==> src/aact_pkg.sv <==
// ---------------------------------------------------------------------------
// AABB collision table package
// Shared types, codes and field layouts for the collision table block.
// ---------------------------------------------------------------------------
`default_nettype none

package aact_pkg;

    // Stream widths and input field offsets inside tdata.
    localparam int IN_TDATA_W  = 360;
    localparam int OUT_TDATA_W = 16;
    localparam int CMD_W       = 3;
    localparam int OFS_SLOT    = 0;
    localparam int OFS_MIN     = 6;
    localparam int OFS_MAX     = 54;
    localparam int OFS_ROWS    = 102;

    // Saturation limits of a Q-format coordinate.
    localparam logic [15:0] POS_MAX = 16'h7FFF;
    localparam logic [15:0] NEG_MIN = 16'h8000;

    typedef logic [2:0][15:0]       t_vec3;
    typedef logic [3:0][3:0][15:0]  t_mat;

    typedef struct packed {
        t_vec3 hi;
        t_vec3 lo;
    } t_box;

    typedef enum logic [2:0] {
        CMD_ADD   = 3'd0,
        CMD_SET   = 3'd1,
        CMD_GROW  = 3'd2,
        CMD_XFORM = 3'd3,
        CMD_QUERY = 3'd4
    } t_cmd;

    typedef enum logic [1:0] {
        STS_OK      = 2'd0,
        STS_FULL    = 2'd1,
        STS_BADSLOT = 2'd2
    } t_status;

    typedef enum logic [2:0] {
        RES_NONE,
        RES_ADD,
        RES_FULL,
        RES_BADSLOT,
        RES_HIT
    } t_res;

    typedef enum logic [3:0] {
        ST_IDLE,
        ST_DECODE,
        ST_CORNER,
        ST_MAC,
        ST_FLUSH,
        ST_DIV,
        ST_WAIT,
        ST_MINMAX,
        ST_BOX_DONE,
        ST_OBJ_RD,
        ST_RESULT
    } t_state;

    // Controller to datapath commands.
    typedef struct packed {
        logic       load_in;
        logic       add_obj;
        logic       set_mat;
        logic       grow;
        logic       box_init;
        logic       sel_obj;
        logic       acc_clr;
        logic       mac_en;
        logic [1:0] mac_row;
        logic [1:0] mac_col;
        logic [2:0] corner;
        logic       div_start;
        logic       minmax;
        logic       store_char;
        logic       store_ctx;
        logic       rd_en;
        logic       obj_clr;
        logic       obj_inc;
        logic       res_load;
        t_res       res_kind;
    } t_dp_cmd;

    // Datapath to controller status.
    typedef struct packed {
        t_cmd cmd;
        logic full;
        logic slot_bad;
        logic obj_none;
        logic obj_last;
        logic div_busy;
        logic overlap;
        logic out_busy;
    } t_dp_stat;

endpackage

`default_nettype wire

==> src/aact_ctrl.sv <==
// ---------------------------------------------------------------------------
// AABB collision table controller
// Sequences commands: table updates, corner-by-corner box transforms and the
// object scan of a query.
// ---------------------------------------------------------------------------
`default_nettype none

module aact_ctrl
    import aact_pkg::*;
(
    input  wire      i_clk,
    input  wire      i_rst_n,
    input  wire      i_in_valid,
    output logic     o_in_ready,
    input  t_dp_stat i_stat,
    output t_dp_cmd  o_cmd
);

    t_state     r_state, n_state;
    logic [2:0] r_corner, n_corner;
    logic [3:0] r_mac, n_mac;
    logic       r_phase, n_phase;
    t_res       r_res_kind, n_res_kind;

    // State register and counters.
    always_ff @(posedge i_clk) begin
        if (!i_rst_n) begin
            r_state    <= ST_IDLE;
            r_corner   <= '0;
            r_mac      <= '0;
            r_phase    <= 1'b0;
            r_res_kind <= RES_NONE;
        end else begin
            r_state    <= n_state;
            r_corner   <= n_corner;
            r_mac      <= n_mac;
            r_phase    <= n_phase;
            r_res_kind <= n_res_kind;
        end
    end

    // Next state and datapath commands.
    always_comb begin
        n_state    = r_state;
        n_corner   = r_corner;
        n_mac      = r_mac;
        n_phase    = r_phase;
        n_res_kind = r_res_kind;
        o_cmd      = '0;
        o_cmd.res_kind = r_res_kind;
        o_cmd.corner   = r_corner;
        o_cmd.mac_row  = r_mac[3:2];
        o_cmd.mac_col  = r_mac[1:0];
        o_in_ready     = (r_state == ST_IDLE);

        unique case (r_state)
            ST_IDLE: begin
                if (i_in_valid) begin
                    o_cmd.load_in = 1'b1;
                    n_state       = ST_DECODE;
                end
            end
            ST_DECODE: begin
                n_state    = ST_RESULT;
                n_res_kind = RES_NONE;
                n_phase    = 1'b0;
                n_corner   = '0;
                case (i_stat.cmd)
                    CMD_ADD: begin
                        if (i_stat.full) begin
                            n_res_kind = RES_FULL;
                        end else begin
                            o_cmd.add_obj = 1'b1;
                            n_res_kind    = RES_ADD;
                        end
                    end
                    CMD_SET: begin
                        if (i_stat.slot_bad) begin
                            n_res_kind = RES_BADSLOT;
                        end else begin
                            o_cmd.set_mat = 1'b1;
                        end
                    end
                    CMD_GROW: begin
                        o_cmd.grow = 1'b1;
                    end
                    CMD_XFORM, CMD_QUERY: begin
                        o_cmd.box_init = 1'b1;
                        n_state        = ST_CORNER;
                    end
                    default: begin
                        n_res_kind = RES_NONE;
                    end
                endcase
            end
            ST_CORNER: begin
                o_cmd.acc_clr = 1'b1;
                n_mac         = '0;
                n_state       = ST_MAC;
            end
            ST_MAC: begin
                o_cmd.mac_en = 1'b1;
                n_mac        = r_mac + 4'd1;
                if (r_mac == 4'd15) begin
                    n_state = ST_FLUSH;
                end
            end
            ST_FLUSH: begin
                n_state = ST_DIV;
            end
            ST_DIV: begin
                o_cmd.div_start = 1'b1;
                n_state         = ST_WAIT;
            end
            ST_WAIT: begin
                if (!i_stat.div_busy) begin
                    n_state = ST_MINMAX;
                end
            end
            ST_MINMAX: begin
                o_cmd.minmax = 1'b1;
                n_corner     = r_corner + 3'd1;
                n_state      = (r_corner == 3'd7) ? ST_BOX_DONE : ST_CORNER;
            end
            ST_BOX_DONE: begin
                n_state = ST_RESULT;
                if (i_stat.cmd == CMD_XFORM) begin
                    o_cmd.store_char = 1'b1;
                    n_res_kind       = RES_NONE;
                end else if (!r_phase) begin
                    // Character box done; start the object scan.
                    o_cmd.store_ctx = 1'b1;
                    n_phase         = 1'b1;
                    if (i_stat.obj_none) begin
                        n_res_kind = RES_NONE;
                    end else begin
                        o_cmd.obj_clr = 1'b1;
                        n_state       = ST_OBJ_RD;
                    end
                end else if (i_stat.overlap) begin
                    n_res_kind = RES_HIT;
                end else if (i_stat.obj_last) begin
                    n_res_kind = RES_NONE;
                end else begin
                    o_cmd.obj_inc = 1'b1;
                    n_state       = ST_OBJ_RD;
                end
            end
            ST_OBJ_RD: begin
                o_cmd.rd_en    = 1'b1;
                o_cmd.box_init = 1'b1;
                o_cmd.sel_obj  = 1'b1;
                n_corner       = '0;
                n_state        = ST_CORNER;
            end
            ST_RESULT: begin
                if (!i_stat.out_busy) begin
                    o_cmd.res_load = 1'b1;
                    n_state        = ST_IDLE;
                end
            end
            default: begin
                n_state = ST_IDLE;
            end
        endcase
    end

endmodule

`default_nettype wire
==> config.mk <==
export PLATFORM = sky130hd
export DESIGN_NAME = aact_ctrl
export DESIGN_NICKNAME = d
export VERILOG_FILES = /design/src/aact_pkg.sv /design/src/aact_ctrl.sv
export SDC_FILE = /design/constraint.sdc
export NUM_CORES = 1
export LEC_CHECK = 0
export BUFFER_PORTS_ARGS = -buffer_cell sky130_fd_sc_hd__buf_4
export CAP_MARGIN = 20
export CORE_UTILIZATION = 48
export DETAILED_ROUTE_END_ITERATION = 16
export GPL_TIMING_DRIVEN = 0
export PLACE_DENSITY = 0.9
export SYNTH_ARGS = -nofsm -noshare
export SYNTH_HDL_FRONTEND = slang
export SYNTH_SLANG_ARGS = --single-unit
==> constraint.sdc <==
create_clock -name i_clk -period 2 [get_ports i_clk]
set_clock_uncertainty 0.05 [all_clocks]
set_input_delay 0.2 -clock i_clk [delete_from_list [all_inputs] [get_ports i_clk]]
set_output_delay 0.2 -clock i_clk [all_outputs]
set_load 0.05 [all_outputs]
Yosys cells after proc, flatten, opt, wreduce, memory -nomap -nowiden --
Index checks and enable logic that the tools add are counted.
Word-level totals: ROM bits 0, bits in latches 0, register bits 15, memories kept 0, memory bits (writable) 0, input bits 13
Operators by class: equality and inequality tests 23, shift-type cells 0, reductions and logical operators 10, $mul 0, order comparisons 0, muxes and demuxes 53, div/mod/pow operators 0, add/subtract/negate cells 2, bitwise logic cells 0
Operators by type and width (count):
- $pmux 4 s11 | 1
- $mux 4 | 8
- $mux 1 | 24
- $mux 3 | 6
- $pmux 3 s2 | 3
- $eq 4x3->1 const B | 4
- $eq 4x4->1 const B | 4
- $mux 2 | 8
- $ne 2x2->1 const B | 5
- $eq 4x2->1 const B | 2
- $pmux 4 s2 | 1
- $eq 3x2->1 const B | 2
- $eq 3x3->1 const B | 2
- $reduce_bool 2->1 | 3
- $ne 5x5->1 const B | 1
- $add 4x1->4 const B | 1
- $eq 4x1->1 const B | 1
- $logic_not 4->1 | 1
- $ne 4x4->1 const B | 1
- $pmux 1 s2 | 2
- $reduce_and 4->1 | 1
- $reduce_or 2->1 | 2
- $add 3x1->3 const B | 1
- $eq 3x1->1 const B | 1
- 3 further kinds | 3

Longest topological paths before layout --
Gate-level depths: netlist of run 1.
depth after elaboration 5, depth in mapped cells 6

Worst setup path after synthesis of run 1 --
OpenSTA, ideal clock, no wires.
kind flip-flop to output port, from register r_state[3], to output port o_cmd[25] in the netlist's numbering, arrival time 2784 ps, data required time 1750 ps, path slack -1034 ps, stages on the path, launching flop included 5, buffers on the path 2, cell sequence dfxtp_1 buf_6 clkbuf_1 nor4_1 and2_1
RTL lines:
- from (decl) | RTL line aact_ctrl.sv:19 | t_state r_state, n_state;
- from (signal assigned) | RTL line aact_ctrl.sv:34 | r_state <= n_state;
- to (decl) | RTL line aact_ctrl.sv:16 | output t_dp_cmd o_cmd

==> metrics.md, run 1 <==
| Metric | Value |
|---|---|
| Outcome | finished with violations |
| Violated checks | setup timing |
| Worst hold stages | 3 |
| WL/cell | ~16 um |
| Power density cells | a little over 1000 nW/um^2 |
| DRC | 0 |
| CP peak stage delay | ~0.52 ns |
| CTS H-tree depth | 1 |
| CP max-delay cell | or4b_4 |
| Routed vias | approximately 1300 |
| Post-route antenna net violation count | 0 |
| Largest net degree at the start of global routing | 11 |
| Total global routing overflow | 0 |
| # hold bufs at CTS | 0 |
| Place WS | -0.0481 ns |
| CTS Buffer Depth | 2 |
| Hold Path Class | in2reg |
| Crit end category | output port |
| Inserted Clock Buffers | 3 |
| Leak | ~0.73 nW |
| # IOs | 40 |
| DR iter-0 viols | just under 60 |
| GRT Resource Usage Total | 0.290 |
| DIE AREA | 2380 um^2 |
| Wire length of the first global-routing pass | 5.44 mm |
| Syn Area/Cell | 7.61 um^2 |
| Row cnt | 16 |
| Reg clk slew, reported paths | about 0.11 ns |
| Root Driver | clkbuf_4 |
| Tcrit/Tclk final | 1.08 |
| Port bufs | 39 |
| Worst-path fanout max | 4 |
| Clk_lat worst skew | ~0.29 ns |
| Buf/Inv on CP | 2 |
| Pins Over Slew Limit | 0 |
| DRT Pass-1 Iters | 4 |
| Critical path required time | 1.75 ns |
| Synth cell types | 42 |
| Layout cells sized above 1 | 0.482 |
| Synthesis-to-finish area growth | 59.2% |
| CP cell instances | buf_6 -> or4b_4 -> nor2_4 -> nand2_2 -> nor3_4 -> buf_6 |
| Post-synth EDFFs | 0 |
| Syn nets | 154 |
| Seq cells post-synth | 15 |
| Core ar. | between 2000 and 2500 um^2 |
| Die Y | between 40 and 50 um |
| Initial Util | 0.524 |
| CP delay by family, top | simple AND/OR/NAND/NOR gates |
| Mapped Cells | 138 |
| RePlAce Congestion | ~0.82 |
| Max cap viols | 0 |
| Vias per cell | between 6 and 7 |
| Tmin final | around 2.2 ns |
| Setup ws final | -0.153 ns |
| Fin Setup TNS | -0.482 ns |
| Core Util, Final | 0.835 |
| WS Path Type | reg2out |
| Synth Flop Type | dfxtp_1 |
| Dpl hpwl | 2.15 mm |
| Max-Slew Margin vs Limit | 0.669 |
| Slew at the pin closest to its max-slew limit | a little under 0.5 ns |
| Netlist Area Pre-Place | around 1000 um^2 |
| Maximum vdd drop | between 0.9 and 1 mV |
| Chip Width | 48.8 um |
| Critical path depth | 6 |
| Initial antenna violation count | 0 |
| Post-synth ARST share | 0 |
| Crit start category | flip-flop |
| Antenna cells | 0 |
| Final setup vio count | 6 |
| RSZ-0062 raised after global routing | yes |
| Fmax | 464 MHz |
| Commonest non-fill, non-tap cell in the layout | buf_4 |
| Vias in the first global route | 1224 |
| Ys Warns | 0 |
| CTS tree | yes |
| Sequential element share of the synthesized area | 0.286 |
| Most used cell, CP | buf_6 |
| Final hold violations | 0 |
| Routed WL | roughly 3.5 mm |
| Most frequent cells in the layout | 42 x buf_4, 18 x nand2_1, 12 x buf_6 |
| Reg2Reg Depth | 5 |
| Arr. time, crit path | roughly 1.9 ns |
| Nets | 210 |
| CTS Sinks | 15 |
[worst paths after layout]
| check | startpoint | endpoint | slack [ns] |
|---|---|---|---|
| max reg2reg | r_state[2]$_SDFFE_PN0P_ | r_state[0]$_SDFFE_PN0P_ | 0.22 |
| min | i_stat[2] | r_state[2]$_SDFFE_PN0P_ | 0.12 |
| max | r_state[2]$_SDFFE_PN0P_ | o_cmd[4] | -0.15 |
| min reg2reg | r_res_kind[2]$_SDFFE_PN0P_ | r_res_kind[2]$_SDFFE_PN0P_ | 0.43 |
[flip-flops by register name, summed over array words and instances, names as in the netlist]
signal      count
r_state         4
r_phase         1
r_mac           4
r_res_kind      3
r_corner        3
[worst reg2reg max path, stage by stage (launching register included)]
cell,delay (ns)
dfxtp_4,0.37
buf_6,0.11
or4b_4,0.52
a211oi_1,0.28
o211ai_1,0.13
a21boi_0,0.22
[power by group]
| part | switching, mW | leakage (nW) | internal [mW] |
|---|---|---|---|
| sequential | 0.0503 | 0.124 | 0.343 |
| clock | 0.114 | 0.0177 | 0.0744 |
| combinational | 0.674 | 0.593 | 0.470 |
| total | 0.838 | 0.735 | 0.888 |
[final cells by class]
cell class / count / area, um^2
Tap cell: 27 / 33.8
Multi-Input combinational cell: 113 / 817
Timing Repair Buffer: 53 / 443
Sequential cell: 15 / 310
Fill cell: 127 / 330
Clock buffer: 3 / 22.5
Buffer: 7 / 36.3
Inverter: 1 / 3.75
Clock inverter: 1 / 5.00
[cell families after synthesis]
family | Yosys count | synth area share
AOI/OAI and AO/OA | 32 | 0.204
and+or+nand+nor | 76 | 0.410
adders and majority gates | 3 | 0.0358
xor gates and xnor gates | 2 | 0.0167
DFF | 15 | 0.286
buffers and inverters | 10 | 0.0477
[cells in the mapped netlist (3+ instances only)]
master,instances,area (um^2)
nand2_1,20,75.1
nor3_1,9,45.0
o21ai_0,7,35.0
nand3_1,5,25.0
a21boi_0,6,45.0
nand2b_1,5,31.3
nor3b_1,3,22.5
nor2b_1,4,25.0
nor2_1,10,37.5
and2_1,3,18.8
ha_1,3,37.5
a21oi_1,6,30.0
dfxtp_1,15,300
clkbuf_1,6,22.5
[per-stage QoR]
stage | instances | instance area, um^2 | power (mW) | hold WS (ns)
2_1_floorplan | 138 | 1130 | 1.08 | 0.300
3_3_place_gp | 204 | 1450 | 1.29 | 0.405
3_5_place_dp | 204 | 1450 | 1.32 | 0.415
4_1_cts | 216 | 1600 | 1.62 | 0.115
5_1_grt | 220 | 1670 | 1.82 | 0.111
6_report | 220 | 1670 | 1.73 | 0.116
[routing by layer]
layer / track usage / share of wire
met4: 0.127 / 0.023
met2: 0.523 / 0.51
met3: 0.0346 / 0.071
met5: 0 / 0
met1: 0.340 / 0.39
[timing repair]
action	CTS	global route
pin swaps	7	7
setup buffers	9	5
endpoints found under the setup margin	8	12
gates resized for setup	21	18
Power figures use the tool's default switching activity.
==> run 2, diff against run 1 <==
==> constraint.sdc (replaced) <==
create_clock -name i_clk -period 2 [get_ports i_clk]
set_clock_uncertainty 0.05 [all_clocks]
set_input_delay 0.6 -clock i_clk [delete_from_list [all_inputs] [get_ports i_clk]]
set_output_delay 0.6 -clock i_clk [all_outputs]
set_load 0.05 [all_outputs]
==> metrics.md, run 2 <==
| Metric | Value |
|---|---|
| Port bufs | 39 |
| First Err | [ERROR DPL-0038] Utilization greater than 100%, impossible to legalize |
| Netlist Area Pre-Place | 1050 um^2 |
| # IOs | 40 |
| Share of the synthesized area in the top cell type | 0.286 |
| Most common cell in the netlist | nand2_1 |
| Post-CTS Resized | slightly above 70 |
| Die Y | 48.8 um |
| Post-synth top cells | 20 x nand2_1, 15 x dfxtp_1, 10 x nor2_1, 9 x nor3_1, 7 x o21ai_0 |
| Inserted Clock Buffers | 3 |
| Initial Util | 0.524 |
| Place WS | -0.400 ns |
| Syn nets | approximately 150 |
| Synth cell types | 42 |
| Synth top area cells | dfxtp_1 29%, nand2_1 7.2%, nor3_1 4.3%, a21boi_0 4.3%, ha_1 3.6% |
| Stopped at | 4_1_cts |
| Synth Flop Type | dfxtp_1 |
| Post-CTS Setup Bufs | 24 |
| Outcome | did not finish |
| Root Driver | clkbuf_4 |
| Chip Width | between 40 and 50 um |
| Sequential element share of the synthesized area | 0.286 |
| Post-synth ARST share | 0 |
| Mapped Cells | roughly 140 |
| CTS Sinks | 15 |
| # hold bufs at CTS | 0 |
| Seq cells post-synth | 15 |
| Syn Area/Cell | 7.61 um^2 |
| Row cnt | 16 |
| CTS Buffer Depth | 2 |
| Placed Area | between 1500 and 2000 um^2 |
| Dpl hpwl | around 2.3 mm |
| CTS H-tree depth | 1 |
| RePlAce Congestion | between 0.8 and 0.9 |
| Post-synth EDFFs | 0 |
| Ys Warns | 0 |
| Top cell type by total area after synthesis | dfxtp_1 |
==> run 2: cell counts after synthesis <==
No cell type changed its count.
==> run 2: kinds of logic after synthesis <==
kind of cell	Yosys count	synth area share
AND/OR/NAND/NOR	76	0.410
AO/OA/AOI/OAI	32	0.204
flip-flops	15	0.286
buffers and inverters	10	0.0477
adder cells (fa/ha/maj)	3	0.0358
XOR/XNOR	2	0.0167
==> run 2: stage by stage <==
step	instances	setup TNS (ns)	hold slack [ns]
after floorplan	138	-2.21	0.527
after global placement	204	-1.78	0.405
after detailed placement	204	-2.17	0.419
==> run 3, diff against run 2 <==
CORE_AREA = 2 2 63 65   (was unset)
CORE_UTILIZATION = unset   (was 48)
DIE_AREA = 0 0 65 67   (was unset)
PLACE_DENSITY = unset   (was 0.9)
PLACE_DENSITY_LB_ADDON = 0.15   (was unset)
==> metrics.md, run 3 (synthesis gave the netlist of run 1 again) <==
| Metric | Value |
|---|---|
| Outcome | finished with violations |
| Violated checks | setup timing |
| Vias per cell | 5.16 |
| RePlAce Congestion | around 0.80 |
| Psw | a little under 1 mW |
| Max-Slew Margin vs Limit | 0.661 |
| Largest net degree at the start of global routing | 11 |
| Initial antenna violation count | 0 |
| Biggest regs | r_mac: 4 flops, r_state: 4 flops |
| Core ar. | approximately 3600 um^2 |
| GRT Resource Usage Total | 0.167 |
| Arr. time, crit path | approximately 1.8 ns |
| Dpl hpwl | 2.28 mm |
| Row cnt | 22 |
| CTS Sinks | 15 |
| CTS Buffer Depth | 2 |
| # IOs | 40 |
| Final setup vio count | 16 |
| Setup ws final | -0.480 ns |
| Routed WL | roughly 3.5 mm |
| Synthesis-to-finish area growth | 91.8% |
| DRC | 0 |
| Met1 WL | between 1 and 1.5 mm |
| Final hold violations | 0 |
| Pins Over Slew Limit | 0 |
| Layout cells sized above 1 | 0.542 |
| Comb pwr share | 0.716 |
| Total global routing overflow | 0 |
| Clk_lat worst skew | 0.25 ns |
| DRT Pass-1 Iters | 4 |
| Most frequent cells in the layout | 39 x buf_4, 18 x buf_6, 18 x nand2_1 |
| Fmax | 403 MHz |
| # hold bufs at CTS | 0 |
| WS Path Type | reg2out |
| Post-route antenna net violation count | 0 |
| Root Driver | clkbuf_8 |
| Switching share of power | 0.432 |
| Routed vias | between 1000 and 1500 |
| Antenna cells | 0 |
| Crit end category | output port |
| Tcrit/Tclk final | 1.24 |
| Nets | 220 |
| WL/cell | between 10 and 15 um |
| Power density cells | 1110 nW/um^2 |
| Tmin final | 2.48 ns |
| Met2 wire length | around 1.8 mm |
| Port bufs | 39 |
| DR iter-0 viols | 38 |
| DIE AREA | between 4000 and 5000 um^2 |
| Fin Setup TNS | -4.87 ns |
| Wire length of the first global-routing pass | approximately 5.5 mm |
| Top sig layer | met4 |
| RSZ-0062 raised after global routing | yes |
| Critical path required time | approximately 1.4 ns |
| Core Util, Final | 0.558 |
| CTS H-tree depth | 1 |
| Worst-path fanout max | 3 |
| Slew at the pin closest to its max-slew limit | between 0.5 and 0.6 ns |
| Maximum vdd drop | about 0.42 mV |
| Crit start category | flip-flop |
| Initial Util | 0.291 |
| Clock group share of total power | 0.111 |
| Commonest non-fill, non-tap cell in the layout | buf_4 |
| Vias in the first global route | between 1000 and 1500 |
| Hold Path Class | reg2reg |
| CTS tree | yes |
| Int Pwr | 1.27 mW |
| Chip Width | ~65 um |
| Worst hold stages | 2 |
| Max cap viols | 0 |
| Metal3 WL | between 200 and 250 um |
| Inserted Clock Buffers | 3 |
| Reg2Reg Depth | 8 |
| Die Y | between 60 and 70 um |
| Reg clk slew, reported paths | 0.07 ns |
| Leak | around 0.85 nW |
| Seq pwr share | 0.173 |
-- run 3: layer usage --
layer	track usage	vias up
met5	0	-
met4	0.0559	0
met3	0.0203	4
met2	0.311	45
met1	0.198	619
li1	-	628
-- run 3: worst paths after layout --
kind	to	from	slack, ns
worst max register to register	r_state[0]$_SDFFE_PN0P_	r_state[1]$_SDFFE_PN0P_	-0.04
worst max-delay path	o_cmd[24]	r_state[1]$_SDFFE_PN0P_	-0.48
worst min register to register	r_res_kind[2]$_SDFFE_PN0P_	r_res_kind[2]$_SDFFE_PN0P_	0.43
worst min-delay path	r_res_kind[2]$_SDFFE_PN0P_	r_res_kind[2]$_SDFFE_PN0P_	0.43
-- run 3: worst max-delay path, stage by stage (launching register included) --
cell and delay [ns]:
dfxtp_4 0.35, or4b_4 0.54, or3_4 0.38, nor3_4 0.13, buf_6 0.17
-- run 3: cell type report --
cell class / count / area (um^2)
Multi-Input combinational cell: 113 / 908
Buffer: 8 / 100
Sequential cell: 15 / 313
Timing Repair Buffer: 62 / 583
Fill cell: 317 / 1590
Inverter: 1 / 3.75
Tap cell: 48 / 60.1
Clock buffer: 4 / 45.0
-- run 3: what timing repair did --
item	in CTS	in global routing
pin swaps	11	10
gates resized for setup	59	10
setup endpoints to repair	16	20
buffers inserted	18	8
-- run 3: through the flow --
step | hold slack, ns | cells | cell area (um^2) | power, mW | worst slack (ns)
3_5_place_dp | 0.418 | 225 | 1560 | 1.40 | -0.402
6_report | 0.427 | 251 | 2010 | 2.24 | -0.480
3_3_place_gp | 0.407 | 225 | 1560 | 1.39 | -0.390
4_1_cts | 0.428 | 246 | 1950 | 2.11 | -0.565
2_1_floorplan | 0.527 | 138 | 1200 | 1.15 | -0.443
5_1_grt | 0.441 | 251 | 2010 | 2.36 | -0.539
-- run 3: power groups by stage --
stage / clock (mW) / sequential (mW) / combinational (mW)
final: 0.249 / 0.387 / 1.60
after floorplan: 0 / 0.391 / 0.763
after global routing: 0.279 / 0.387 / 1.69
after global placement: 0 / 0.381 / 1.01
after detailed placement: 0 / 0.381 / 1.02
after CTS: 0.256 / 0.384 / 1.47
==> run 4, diff against run 3 <==
GPL_TIMING_DRIVEN = unset   (was 0)
clock period = 2.86 ns   (was 2 ns; I/O delays follow)
==> metrics.md, run 4 (synthesis gave the netlist of run 1 again) <==
| Metric | Value |
|---|---|
| Filler cells | between 300 and 400 |
| Crit start category | flip-flop |
| Comb pwr share | 0.581 |
| Arr. time, crit path | between 1.5 and 2 ns |
| Final Non-Filler Cells | between 200 and 250 |
| Final setup vio count | 0 |
| Int Pwr | roughly 0.57 mW |
| Critical path depth | 4 |
| Most frequent cells in the layout | 43 x buf_4, 20 x nand2_1, 14 x dfxtp_1 |
| Layout cells sized above 1 | 0.367 |
| Power density cells | about 700 nW/um^2 |
| Die Y | roughly 67 um |
| Final hold violations | 0 |
| Tcrit/Tclk final | 0.972 |
| Wire length of the first global-routing pass | between 4 and 5 mm |
| Design Power | 1.07 mW |
| Switching share of power | 0.471 |
| Maximum vdd drop | about 0.32 mV |
| # IOs | 40 |
| Tmin final | 2.78 ns |
| Biggest regs | r_mac: 4 flops, r_state: 4 flops |
| WL/cell | between 10 and 15 um |
| WS Path Type | reg2out |
| Hold_ws | between 0.4 and 0.5 ns |
| Port bufs | 39 |
| DIE AREA | about 4400 um^2 |
| RSZ-0062 raised after global routing | no |
| Total global routing overflow | 0 |
| Row cnt | 22 |
| Post-route antenna net violation count | 0 |
| CP max-delay cell | or4b_4 |
| Clk_lat worst skew | roughly 0.25 ns |
| CP peak stage delay | between 0.5 and 0.6 ns |
| Crit end category | output port |
| Synthesis-to-finish area growth | 43.3% |
| Dpl hpwl | between 2 and 2.5 mm |
| RePlAce Congestion | ~0.74 |
| Seq pwr share | 0.252 |
| Max cap viols | 0 |
| Largest net degree at the start of global routing | 17 |
| Antenna cells | 0 |
| DR iter-0 viols | 37 |
| # hold bufs at CTS | 0 |
| CP delay by family, top | simple AND/OR/NAND/NOR gates |
| Placed cell count | between 200 and 250 |
| Critical path required time | roughly 2.0 ns |
| GRT Resource Usage Total | 0.136 |
| Hold Path Class | reg2reg |
| Initial antenna violation count | 0 |
| DRT Pass-1 Iters | 4 |
| Register area | ~300 um^2 |
| Worst-path fanout max | 6 |
| Worst hold stages | 2 |
| Vias per cell | roughly 5 |
| Chip Width | 65 um |
| Hold Crit Endpoint | r_res_kind[1]$_SDFFE_PN0P_ |
| CTS tree | yes |
| Clock group share of total power | 0.167 |
| Buf/Inv on CP | 1 |
| HP Start | r_res_kind[1]$_SDFFE_PN0P_ |
| Nets | between 150 and 200 |
| CTS H-tree depth | 1 |
| Reg2Reg Depth | 4 |
| Root Driver | clkbuf_8 |
| Max-Slew Margin vs Limit | 0.718 |
| Multi-input gate area | around 760 um^2 |
| Pins Over Slew Limit | 0 |
| Commonest non-fill, non-tap cell in the layout | buf_4 |
| Slew at the pin closest to its max-slew limit | 0.419 ns |
| Outcome | finished clean |
| CP cell instances | or4b_4 -> or3_4 -> nor2_2 -> buf_4 |
| Psw | just over 0.5 mW |
| Leak | ~0.65 nW |
| Fmax | approximately 360 MHz |
| Vias in the first global route | about 1000 |
| Fin Setup TNS | 0 ns |
| CTS Buffer Depth | 2 |
| Core ar. | 3610 um^2 |
| Routed vias | between 1000 and 1500 |
| Reg-to-reg slack, setup | about 1.2 ns |
| Core Util, Final | 0.417 |
| Inserted Clock Buffers | 3 |
| Initial Util | 0.291 |
| CTS Sinks | 15 |
| R2r startpoint | r_phase$_SDFFE_PN0P_ |
| DRC | 0 |
| Worst r2r dst | r_state[1]$_SDFFE_PN0P_ |
| Routed WL | about 2.7 mm |
| Reg clk slew, reported paths | 0.06 ns |
## run 4: final cells by class
type | count | share of cell area
Clock buffer | 4 | 0.0300
Inverter | 1 | 0.00250
Multi-Input combinational cell | 113 | 0.503
Sequential cell | 15 | 0.202
Tap cell | 48 | 0.0399
Timing Repair Buffer | 44 | 0.222
## run 4: worst register-to-register path: stages (launching register included)
cell and delay (ns):
dfxtp_1 0.37, or3b_2 0.49, a21o_1 0.21, a221oi_1 0.29, o21ai_0 0.12
## run 4: power by group through the flow
stage	Combinational, mW	Sequential, mW	Clock, mW
finish	0.624	0.270	0.179
floorplan	0.460	0.272	0
global placement	0.624	0.270	0
CTS	0.628	0.267	0.186
detailed placement	0.626	0.270	0
global route	0.677	0.277	0.194
## run 4: repair_timing
item / in CTS / in global routing
hold endpoints to repair: 0 / 0
setup buffers: 0 / 0
gates resized for setup: 1 / 3
endpoints found under the setup margin: 2 / 2
## run 4: stage by stage
step                      worst slack [ns]  instance area (um^2)
after detailed placement             0.112                  1450
after global placement               0.125                  1450
final                               0.0797                  1500
after CTS                           0.0434                  1490
after global routing                0.0259                  1500
after floorplan                     -0.213                  1100
## run 4: metal layers
| layer | up-vias | global-route usage | wire, um |
|---|---|---|---|
| li1 | 573 | - | - |
| met1 | 515 | 0.165 | 1230 |
| met2 | 27 | 0.228 | 1260 |
| met3 | 5 | 0.0220 | 129 |
| met4 | 0 | 0.0718 | 53 |
| met5 | - | 0 | 0 |
## run 4: worst max path at each step
stage | from | endpoint | slack [ns]
finish | r_state[3]$_SDFFE_PN0P_ | o_cmd[23] | 0.08
global route | r_state[3]$_SDFFE_PN0P_ | o_cmd[23] | 0.03
CTS | r_state[0]$_SDFFE_PN0P_ | o_cmd[24] | 0.04
detailed placement | i_stat[7] | o_cmd[4] | 0.11
global placement | i_stat[7] | o_cmd[4] | 0.12
floorplan | r_state[3]$_SDFFE_PN0P_ | o_cmd[25] | -0.21
